<file path="src/rtl/core/bps_pkg.sv">
// Package for the beep pattern sequencer: widths, pattern and command codes,
// the per-pattern setup type and its reset values. No dependencies.
package bps_pkg;

  localparam int TIME_BITS_DEF = 32;
  localparam int BEEP_W        = 7;
  localparam int HALF_W        = 16;
  localparam int PHASE_W       = 8;
  localparam int PAT_W         = 3;
  localparam int NUM_PAT       = 4;
  localparam int PAT_SEL_W     = 2;
  localparam int CFG_IDX_W     = 3;
  localparam int CFG_DATA_W    = 16;

  localparam logic [PAT_W-1:0] PAT_OFF            = 3'd0;
  localparam logic [PAT_W-1:0] PAT_SYNC_ERROR     = 3'd1;
  localparam logic [PAT_W-1:0] PAT_SYNC_DONE      = 3'd2;
  localparam logic [PAT_W-1:0] PAT_PRESET_SET     = 3'd3;
  localparam logic [PAT_W-1:0] PAT_PRESET_DELETED = 3'd4;

  localparam logic CMD_REQUEST = 1'b0;
  localparam logic CMD_POLL    = 1'b1;

  typedef struct packed {
    logic [BEEP_W-1:0] beeps;
    logic [HALF_W-1:0] half_period;
  } pat_cfg_t;

  typedef pat_cfg_t [NUM_PAT-1:0] pat_cfg_set_t;

  localparam pat_cfg_set_t CFG_RESET = '{
    '{beeps: 7'd2, half_period: 16'd500},
    '{beeps: 7'd1, half_period: 16'd500},
    '{beeps: 7'd1, half_period: 16'd1000},
    '{beeps: 7'd3, half_period: 16'd500}
  };

  function automatic logic is_pattern(input logic [PAT_W-1:0] code);
    return (code == PAT_SYNC_ERROR) || (code == PAT_SYNC_DONE) ||
           (code == PAT_PRESET_SET) || (code == PAT_PRESET_DELETED);
  endfunction

endpackage

</file>
<file path="src/rtl/core/bps_cfg_regs.sv">
// Configuration registers of the beep pattern sequencer: beep count and half
// period for each of the four patterns. Depends on bps_pkg.
module bps_cfg_regs (
  input  logic                           clk,
  input  logic                           rst,
  input  logic                           cfg_write,
  input  logic [bps_pkg::CFG_IDX_W-1:0]  cfg_index,
  input  logic [bps_pkg::CFG_DATA_W-1:0] cfg_data,
  output bps_pkg::pat_cfg_set_t          cfg
);
  import bps_pkg::*;

  logic [PAT_SEL_W-1:0] sel;

  assign sel = cfg_index[CFG_IDX_W-1:1];

  always_ff @(posedge clk) begin
    if (rst) begin
      cfg <= CFG_RESET;
    end else if (cfg_write) begin
      if (cfg_index[0]) begin
        cfg[sel].half_period <= cfg_data[HALF_W-1:0];
      end else begin
        cfg[sel].beeps <= cfg_data[BEEP_W-1:0];
      end
    end
  end

endmodule

</file>
<file path="src/rtl/core/bps_player.sv">
// Pattern player state of the beep pattern sequencer and the combinational
// update that one request or poll makes to it. Depends on bps_pkg.
module bps_player #(
  parameter int TIME_BITS = bps_pkg::TIME_BITS_DEF
) (
  input  logic                      clk,
  input  logic                      rst,
  input  logic                      step,
  input  logic                      command,
  input  logic [bps_pkg::PAT_W-1:0] pattern,
  input  logic [TIME_BITS-1:0]      now_ticks,
  input  bps_pkg::pat_cfg_set_t     cfg,
  output logic                      level_next,
  output logic                      playing_next
);
  import bps_pkg::*;

  localparam int NEED_W = HALF_W + PHASE_W;
  localparam int CMP_W  = (TIME_BITS > NEED_W) ? TIME_BITS : NEED_W;

  logic [PAT_W-1:0]     pending_pattern, pending_pattern_next;
  logic [PAT_W-1:0]     active_pattern, active_pattern_next;
  logic                 playing;
  logic                 level;
  logic [PHASE_W-1:0]   phase_count, phase_count_next;
  logic [TIME_BITS-1:0] start_time, start_time_next;
  logic [PHASE_W-1:0]   target_count, target_count_next;
  logic [HALF_W-1:0]    half_period, half_period_next;

  logic [TIME_BITS-1:0] elapsed;
  logic [NEED_W-1:0]    need;
  logic                 toggle;
  logic [PHASE_W-1:0]   phase_adv;
  logic [PAT_SEL_W-1:0] start_sel;

  assign elapsed   = now_ticks - start_time;
  assign need      = NEED_W'(half_period) * NEED_W'(phase_count);
  assign toggle    = CMP_W'(need) < CMP_W'(elapsed);
  assign phase_adv = toggle ? phase_count + PHASE_W'(1) : phase_count;
  assign start_sel = PAT_SEL_W'(pending_pattern - PAT_W'(1));

  always_comb begin
    pending_pattern_next = pending_pattern;
    active_pattern_next  = active_pattern;
    playing_next         = playing;
    level_next           = level;
    phase_count_next     = phase_count;
    start_time_next      = start_time;
    target_count_next    = target_count;
    half_period_next     = half_period;
    if (command == CMD_REQUEST) begin
      pending_pattern_next = pattern;
    end else if (playing) begin
      if (is_pattern(active_pattern) && (phase_adv <= target_count)) begin
        level_next       = level ^ toggle;
        phase_count_next = phase_adv;
      end else begin
        if (is_pattern(active_pattern)) begin
          phase_count_next = phase_adv;
        end
        playing_next         = 1'b0;
        level_next           = 1'b0;
        pending_pattern_next = PAT_OFF;
        active_pattern_next  = PAT_OFF;
      end
    end else if (active_pattern != pending_pattern) begin
      if (is_pattern(pending_pattern)) begin
        active_pattern_next = pending_pattern;
        playing_next        = 1'b1;
        level_next          = 1'b1;
        phase_count_next    = PHASE_W'(1);
        start_time_next     = now_ticks;
        target_count_next   = {cfg[start_sel].beeps, 1'b0};
        half_period_next    = cfg[start_sel].half_period;
      end else begin
        playing_next         = 1'b0;
        level_next           = 1'b0;
        pending_pattern_next = PAT_OFF;
        active_pattern_next  = PAT_OFF;
      end
    end
  end

  always_ff @(posedge clk) begin
    if (rst) begin
      pending_pattern <= PAT_OFF;
      active_pattern  <= PAT_OFF;
      playing         <= 1'b0;
      level           <= 1'b0;
      phase_count     <= '0;
    end else if (step) begin
      pending_pattern <= pending_pattern_next;
      active_pattern  <= active_pattern_next;
      playing         <= playing_next;
      level           <= level_next;
      phase_count     <= phase_count_next;
    end
  end

  always_ff @(posedge clk) begin
    if (step) begin
      start_time   <= start_time_next;
      target_count <= target_count_next;
      half_period  <= half_period_next;
    end
  end

`ifndef ASSERT_OFF
  a_playing_valid_pattern: assert property (@(posedge clk) disable iff (rst)
    playing |-> is_pattern(active_pattern))
    else $error("playing with an active code that is not a pattern");

  a_silent_when_idle: assert property (@(posedge clk) disable iff (rst)
    !playing |-> !level)
    else $error("buzzer driven while no pattern is playing");

  a_phase_in_range: assert property (@(posedge clk) disable iff (rst)
    playing |-> (phase_count != '0) &&
                ({1'b0, phase_count} <= {1'b0, target_count} + 9'd1))
    else $error("phase count outside its range while playing");
`endif

endmodule

</file>
<file path="src/rtl/core/beep_pattern_sequencer.sv">
// Channel | Handshake             | Payload
// cfg     | cfg_write             | cfg_index, cfg_data
// in      | in_valid / in_stall   | command, pattern, now_ticks
// out     | out_valid / out_stall | buzzer_on, busy_res
// An accepted word passes an input register, then the player update and the
// result register; one word per cycle sustained while the output does not stall.
// The player state loop (subtract, 16x8 multiply, compare) is combinational.
// Reset clears all control state and loads the default pattern setups.
// A stall on the output holds the result and backs up into in_stall.
module beep_pattern_sequencer #(
  parameter int TIME_BITS = bps_pkg::TIME_BITS_DEF
) (
  input  logic                           clk,
  input  logic                           rst,
  input  logic                           cfg_write,
  input  logic [bps_pkg::CFG_IDX_W-1:0]  cfg_index,
  input  logic [bps_pkg::CFG_DATA_W-1:0] cfg_data,
  input  logic                           in_valid,
  output logic                           in_stall,
  input  logic                           command,
  input  logic [bps_pkg::PAT_W-1:0]      pattern,
  input  logic [TIME_BITS-1:0]           now_ticks,
  output logic                           out_valid,
  input  logic                           out_stall,
  output logic                           buzzer_on,
  output logic                           busy_res
);
  import bps_pkg::*;

  pat_cfg_set_t         cfg;
  logic                 s1_valid;
  logic                 s1_command;
  logic [PAT_W-1:0]     s1_pattern;
  logic [TIME_BITS-1:0] s1_now;
  logic                 out_free;
  logic                 advance;
  logic                 in_take;
  logic                 level_next;
  logic                 playing_next;

  assign out_free = !out_valid || !out_stall;
  assign advance  = s1_valid && out_free;
  assign in_stall = s1_valid && !out_free;
  assign in_take  = in_valid && !in_stall;

  bps_cfg_regs u_cfg (
    .clk       (clk),
    .rst       (rst),
    .cfg_write (cfg_write),
    .cfg_index (cfg_index),
    .cfg_data  (cfg_data),
    .cfg       (cfg)
  );

  bps_player #(
    .TIME_BITS (TIME_BITS)
  ) u_player (
    .clk          (clk),
    .rst          (rst),
    .step         (advance),
    .command      (s1_command),
    .pattern      (s1_pattern),
    .now_ticks    (s1_now),
    .cfg          (cfg),
    .level_next   (level_next),
    .playing_next (playing_next)
  );

  always_ff @(posedge clk) begin
    if (rst) begin
      s1_valid  <= 1'b0;
      out_valid <= 1'b0;
    end else begin
      if (in_take) begin
        s1_valid <= 1'b1;
      end else if (advance) begin
        s1_valid <= 1'b0;
      end
      if (advance) begin
        out_valid <= 1'b1;
      end else if (out_valid && !out_stall) begin
        out_valid <= 1'b0;
      end
    end
  end

  always_ff @(posedge clk) begin
    if (in_take) begin
      s1_command <= command;
      s1_pattern <= pattern;
      s1_now     <= now_ticks;
    end
    if (advance) begin
      buzzer_on <= level_next;
      busy_res  <= playing_next;
    end
  end

`ifndef ASSERT_OFF
  a_take_fills_stage: assert property (@(posedge clk) disable iff (rst)
    in_take |=> s1_valid)
    else $error("accepted word did not reach the input register");

  a_stall_only_when_full: assert property (@(posedge clk) disable iff (rst)
    in_stall |-> s1_valid && out_valid && out_stall)
    else $error("input stalled without a blocked result");

  a_result_follows_stage: assert property (@(posedge clk) disable iff (rst)
    advance |=> out_valid)
    else $error("processed word did not produce a result");
`endif

endmodule
</file>
<file path="config.mk">
export PLATFORM = sky130hd
export DESIGN_NAME = beep_pattern_sequencer
export DESIGN_NICKNAME = d
export VERILOG_FILES = /design/src/rtl/core/bps_pkg.sv /design/src/rtl/core/bps_cfg_regs.sv /design/src/rtl/core/bps_player.sv /design/src/rtl/core/beep_pattern_sequencer.sv
export SDC_FILE = /design/constraint.sdc
export NUM_CORES = 1
export LEC_CHECK = 0
export BUFFER_PORTS_ARGS = -buffer_cell sky130_fd_sc_hd__buf_2
export CAP_MARGIN = 20
export CORE_UTILIZATION = 57
export CTS_CLUSTER_DIAMETER = 60
export DETAILED_ROUTE_END_ITERATION = 16
export GPL_TIMING_DRIVEN = 0
export HOLD_SLACK_MARGIN = 0.12
export PLACE_DENSITY = 0.78
export SYNTH_ARGS = -nofsm -noshare
export SYNTH_HDL_FRONTEND = slang
export SYNTH_SLANG_ARGS = --single-unit
</file>
<file path="constraint.sdc">
create_clock -name clk -period 8.9 [get_ports clk]
set_input_delay 1.78 -clock clk [delete_from_list [all_inputs] [get_ports clk]]
set_output_delay 1.78 -clock clk [all_outputs]
set_load 0.005 [all_outputs]
</file>
==> flow_summary.json <==
{
  "run_status": "finished clean",
  "core-area_um2": 24460,
  "arrival_time_of_the_worst_setup_path_ns": 8.95,
  "wirelength_um": 32060,
  "report.final.setup_viol": 0,
  "critical_path.startpoint": "u_player.half_period[3]",
  "post_detail_place_hpwl_um": 23830,
  "p_per_area_nw_per_um2": 133.6,
  "die_x_um": 160.5,
  "layout.cell_area.non_filler_um2": 16220,
  "ios": 64,
  "reg2reg_slack_ns": 0.39,
  "synth.top_cells.by_area": "sky130_fd_sc_hd__edfxtp_1, sky130_fd_sc_hd__dfxtp_1, sky130_fd_sc_hd__fa_1",
  "area.growth.synth_to_final_pct": 13.25,
  "worst_path_cell_with_the_longest_stage_delay": "sky130_fd_sc_hd__fa_1",
  "cts_tree": "yes",
  "floorplan.initialDensity_pct": 58.54,
  "worstMarginPinSlew_ns": 1.039,
  "vias_in_the_first_global_route": 10988,
  "share_of_flip_flops_with_an_asynchronous_set_or_reset_after_synthesis_pct": 0,
  "reg2reg_from": "u_player.half_period[3]",
  "cts-hold-fix-buffers": 0,
  "worst_hold_path_type": "reg -> reg",
  "drv_cap": 0,
  "post_synth_instance_area_um2": 14320,
  "gpl.final_weighted_congestion": 0.9018,
  "setup.worst_path.class": "reg -> reg",
  "tritoncts.num_buffers": 24,
  "ys_seq_elements": 203,
  "clock_path_buffers": 3,
  "insertion_delay_ns": 0.54,
  "placed_cell_area_um2": 15090,
  "wire_per_inst_um": 16.63,
  "drt_first_pass_iters": 6,
  "ctsHtreeMaxLevel": 1,
  "grt_first_pass_wirelength_um": 53080,
  "crit_fanout": 7,
  "detail_route.vias_per_cell": 5.697,
  "layout-drive-gt1-share_pct": 12.84,
  "overflow": 0,
  "finalHoldViolations": 0,
  "numClockSinks": 203,
  "dp_cells": 1866,
  "fmax_achieved_mhz": 117.5,
  "count_of_flip_flops_with_a_built_in_enable_after_synthesis": 93,
  "final_critical_path_setup_slack_ns": 0.3865,
  "count_of_buffers_inserted_at_the_top_level_ports": 56,
  "yosys.area.top_type_share_pct": 19.50,
  "initialDrtViolationCount": 759,
  "drv_slew": 0,
  "cts_root_buf": "sky130_fd_sc_hd__clkbuf_16",
  "finalCoreUtilization_pct": 66.29,
  "setup.worst_path.start_class": "register",
  "holdCritStartpoint": "u_cfg.cfg[81]",
  "timing.max_slew.rel_slack_pct": 30.71,
  "antenna_found_initial": 0,
  "placement_rows": 57,
  "slowest_delay_ns": 0.56,
  "grt_util_all_layers_pct": 25.18,
  "grt_max_degree": 35,
  "synthDistinctLibCells": 74,
  "nNetsFinal": 1841,
  "path_clk_slew_ns": 0.06,
  "preCtsSetupSlack_ns": -0.9751,
  "ys_dominant_reg_cell": "sky130_fd_sc_hd__dfxtp_1",
  "post-layout-total-power_w": 0.002166,
  "p_leak_nw": 7.214,
  "synth_cells": 1480,
  "post-route-period-util_pct": 95.66,
  "post_synth.cell_area_avg_um2": 9.676,
  "clock-skew-final_ns": 0.02109,
  "die_h_um": 160.5,
  "post_route_ant_nets": 0,
  "period_minus_slack_ns": 8.513,
  "yosys_warnings": 0,
  "critical_path_required_ns": 9.34,
  "final-instance-count-excl-fill": 1928,
  "postSynthNetCount": 1735,
  "vias": 10984,
  "yosysSeqAreaShare_pct": 34.88,
  "diodes_inserted": 0,
  "worstSetupEndpointType": "register",
  "detail_route.drc_violations": 0,
  "vdd.ir_drop.worst_v": 0.0001415,
  "die_area_um2": 25760,
  "synth_top_area_cell": "sky130_fd_sc_hd__edfxtp_1"
}
## synth_stat cells, drive strengths merged, types with 9 or more instances
cell	n
o21ai	33
and2	103
a21oi	98
xor2	17
nor2b	10
xnor2	33
mux4	23
clkbuf	49
nor3	16
dfxtp	110
a21o	26
ha	110
nand2	214
and3	9
nand2b	9
buf	11
fa	85
edfxtp	93
mux2i	35
o211ai	14
nand3	44
nor2	69
o21a	16
nand4	12
inv	154
## sequential cells by signal (all words and copies together), names as in the netlist
| register | flops |
|---|---|
| out_valid | 1 |
| u_player.pending_pattern | 3 |
| s1_command | 1 |
| buzzer_on | 1 |
| s1_now | 32 |
| u_player.level | 1 |
| u_player.half_period | 16 |
| u_player.playing | 1 |
| u_player.start_time | 32 |
| s1_pattern | 3 |
| u_cfg.cfg | 92 |
| s1_valid | 1 |
| busy_res | 1 |
| u_player.phase_count | 8 |
| u_player.active_pattern | 3 |
| u_player.target_count | 7 |
## what timing repair did
item	CTS	global route
setup endpoints to repair	10	10
pin swaps	2	9
resized for setup	37	44
setup buffers	4	17
## worst paths after layout
path                                endpoint  cells after the start
setup reg to reg  u_player.active_pattern[2]                     39
hold reg to reg                u_cfg.cfg[81]                      2
setup / recovery  u_player.active_pattern[2]                     39
hold / removal                 u_cfg.cfg[81]                      2
## where the power goes
part           total (W)  switching [W]  internal (W)
logic           0.000198       0.000120     0.0000787
clock network   0.000953       0.000396      0.000557
registers        0.00101      0.0000144       0.00100
## area by class of cell
type                    count  area [um2]
multi-input cells        1063        8641
clock inverters            12       112.6
clock buffers              32       661.9
plain buffers              57       300.3
fillers                  1867        8245
flip-flops and latches    203        5004
repair buffers             83       514.2
inverters                 154       578.1
well taps                 324       405.4
## per-stage QoR
step	setup TNS [ns]	hold slack [ns]
2_1_floorplan	0	0.4264
3_3_place_gp	-6.537	0.4326
3_5_place_dp	-7.168	0.4370
4_1_cts	0	0.4552
5_1_grt	-0.1239	0.4561
6_report	0	0.4540
## kinds of logic after synthesis
kind of cell	after synthesis	synth area share, %
flops	203	34.88
buf+inv	214	5.688
mux	61	6.352
simple gates	504	16.93
xor+xnor	50	3.058
compound gates	253	11.59
fa+ha+maj	195	21.49
## worst max-delay path: cells and delay by family, from the launching register on
| family | cells | cell delay, ns |
|---|---|---|
| AO/OA/AOI/OAI | 16 | 3.09 |
| XOR/XNOR | 2 | 0.28 |
| adder cells (fa/ha/maj) | 7 | 2.87 |
| buffers and inverters | 6 | 0.62 |
| flip-flops | 1 | 0.52 |
| AND/OR/NAND/NOR | 8 | 1.03 |
## cell usage in the layout (no fill, tap or decap), types with 7 or more instances in the layout
cell / netlist / routed
sky130_fd_sc_hd__buf_2: 3 / 59
sky130_fd_sc_hd__xor2_1: 17 / 17
sky130_fd_sc_hd__inv_1: 153 / 153
sky130_fd_sc_hd__dfxtp_1: 110 / 107
sky130_fd_sc_hd__mux4_2: 23 / 23
sky130_fd_sc_hd__buf_4: 0 / 23
sky130_fd_sc_hd__o21ai_0: 29 / 24
sky130_fd_sc_hd__and3_1: 9 / 9
sky130_fd_sc_hd__o211ai_1: 13 / 13
sky130_fd_sc_hd__and2_1: 103 / 103
sky130_fd_sc_hd__nor2b_1: 9 / 8
sky130_fd_sc_hd__nand2_1: 212 / 211
sky130_fd_sc_hd__nand2b_1: 9 / 9
sky130_fd_sc_hd__buf_6: 1 / 13
sky130_fd_sc_hd__edfxtp_1: 93 / 93
sky130_fd_sc_hd__nand3_1: 43 / 43
sky130_fd_sc_hd__nor3_1: 15 / 14
sky130_fd_sc_hd__o21a_1: 16 / 16
sky130_fd_sc_hd__mux2i_1: 34 / 34
sky130_fd_sc_hd__nor2_1: 69 / 69
sky130_fd_sc_hd__nand4_1: 11 / 11
sky130_fd_sc_hd__a21o_1: 26 / 26
sky130_fd_sc_hd__buf_1: 7 / 7
sky130_fd_sc_hd__fa_1: 85 / 85
sky130_fd_sc_hd__ha_1: 110 / 109
sky130_fd_sc_hd__xnor2_1: 33 / 32
sky130_fd_sc_hd__a21oi_1: 98 / 91
sky130_fd_sc_hd__clkbuf_16: 0 / 25
sky130_fd_sc_hd__clkbuf_1: 49 / 39
## metal layers
metal | vias to the layer above | share of wire (%) | GRT usage [%]
li1 | 5264 | - | -
met1 | 5313 | 43 | 33.67
met2 | 344 | 49 | 43.27
met3 | 63 | 5.6 | 3.228
met4 | 0 | 2.5 | 6.320
met5 | - | 0 | 0
Note: power is estimated with default switching activity, not from simulation.
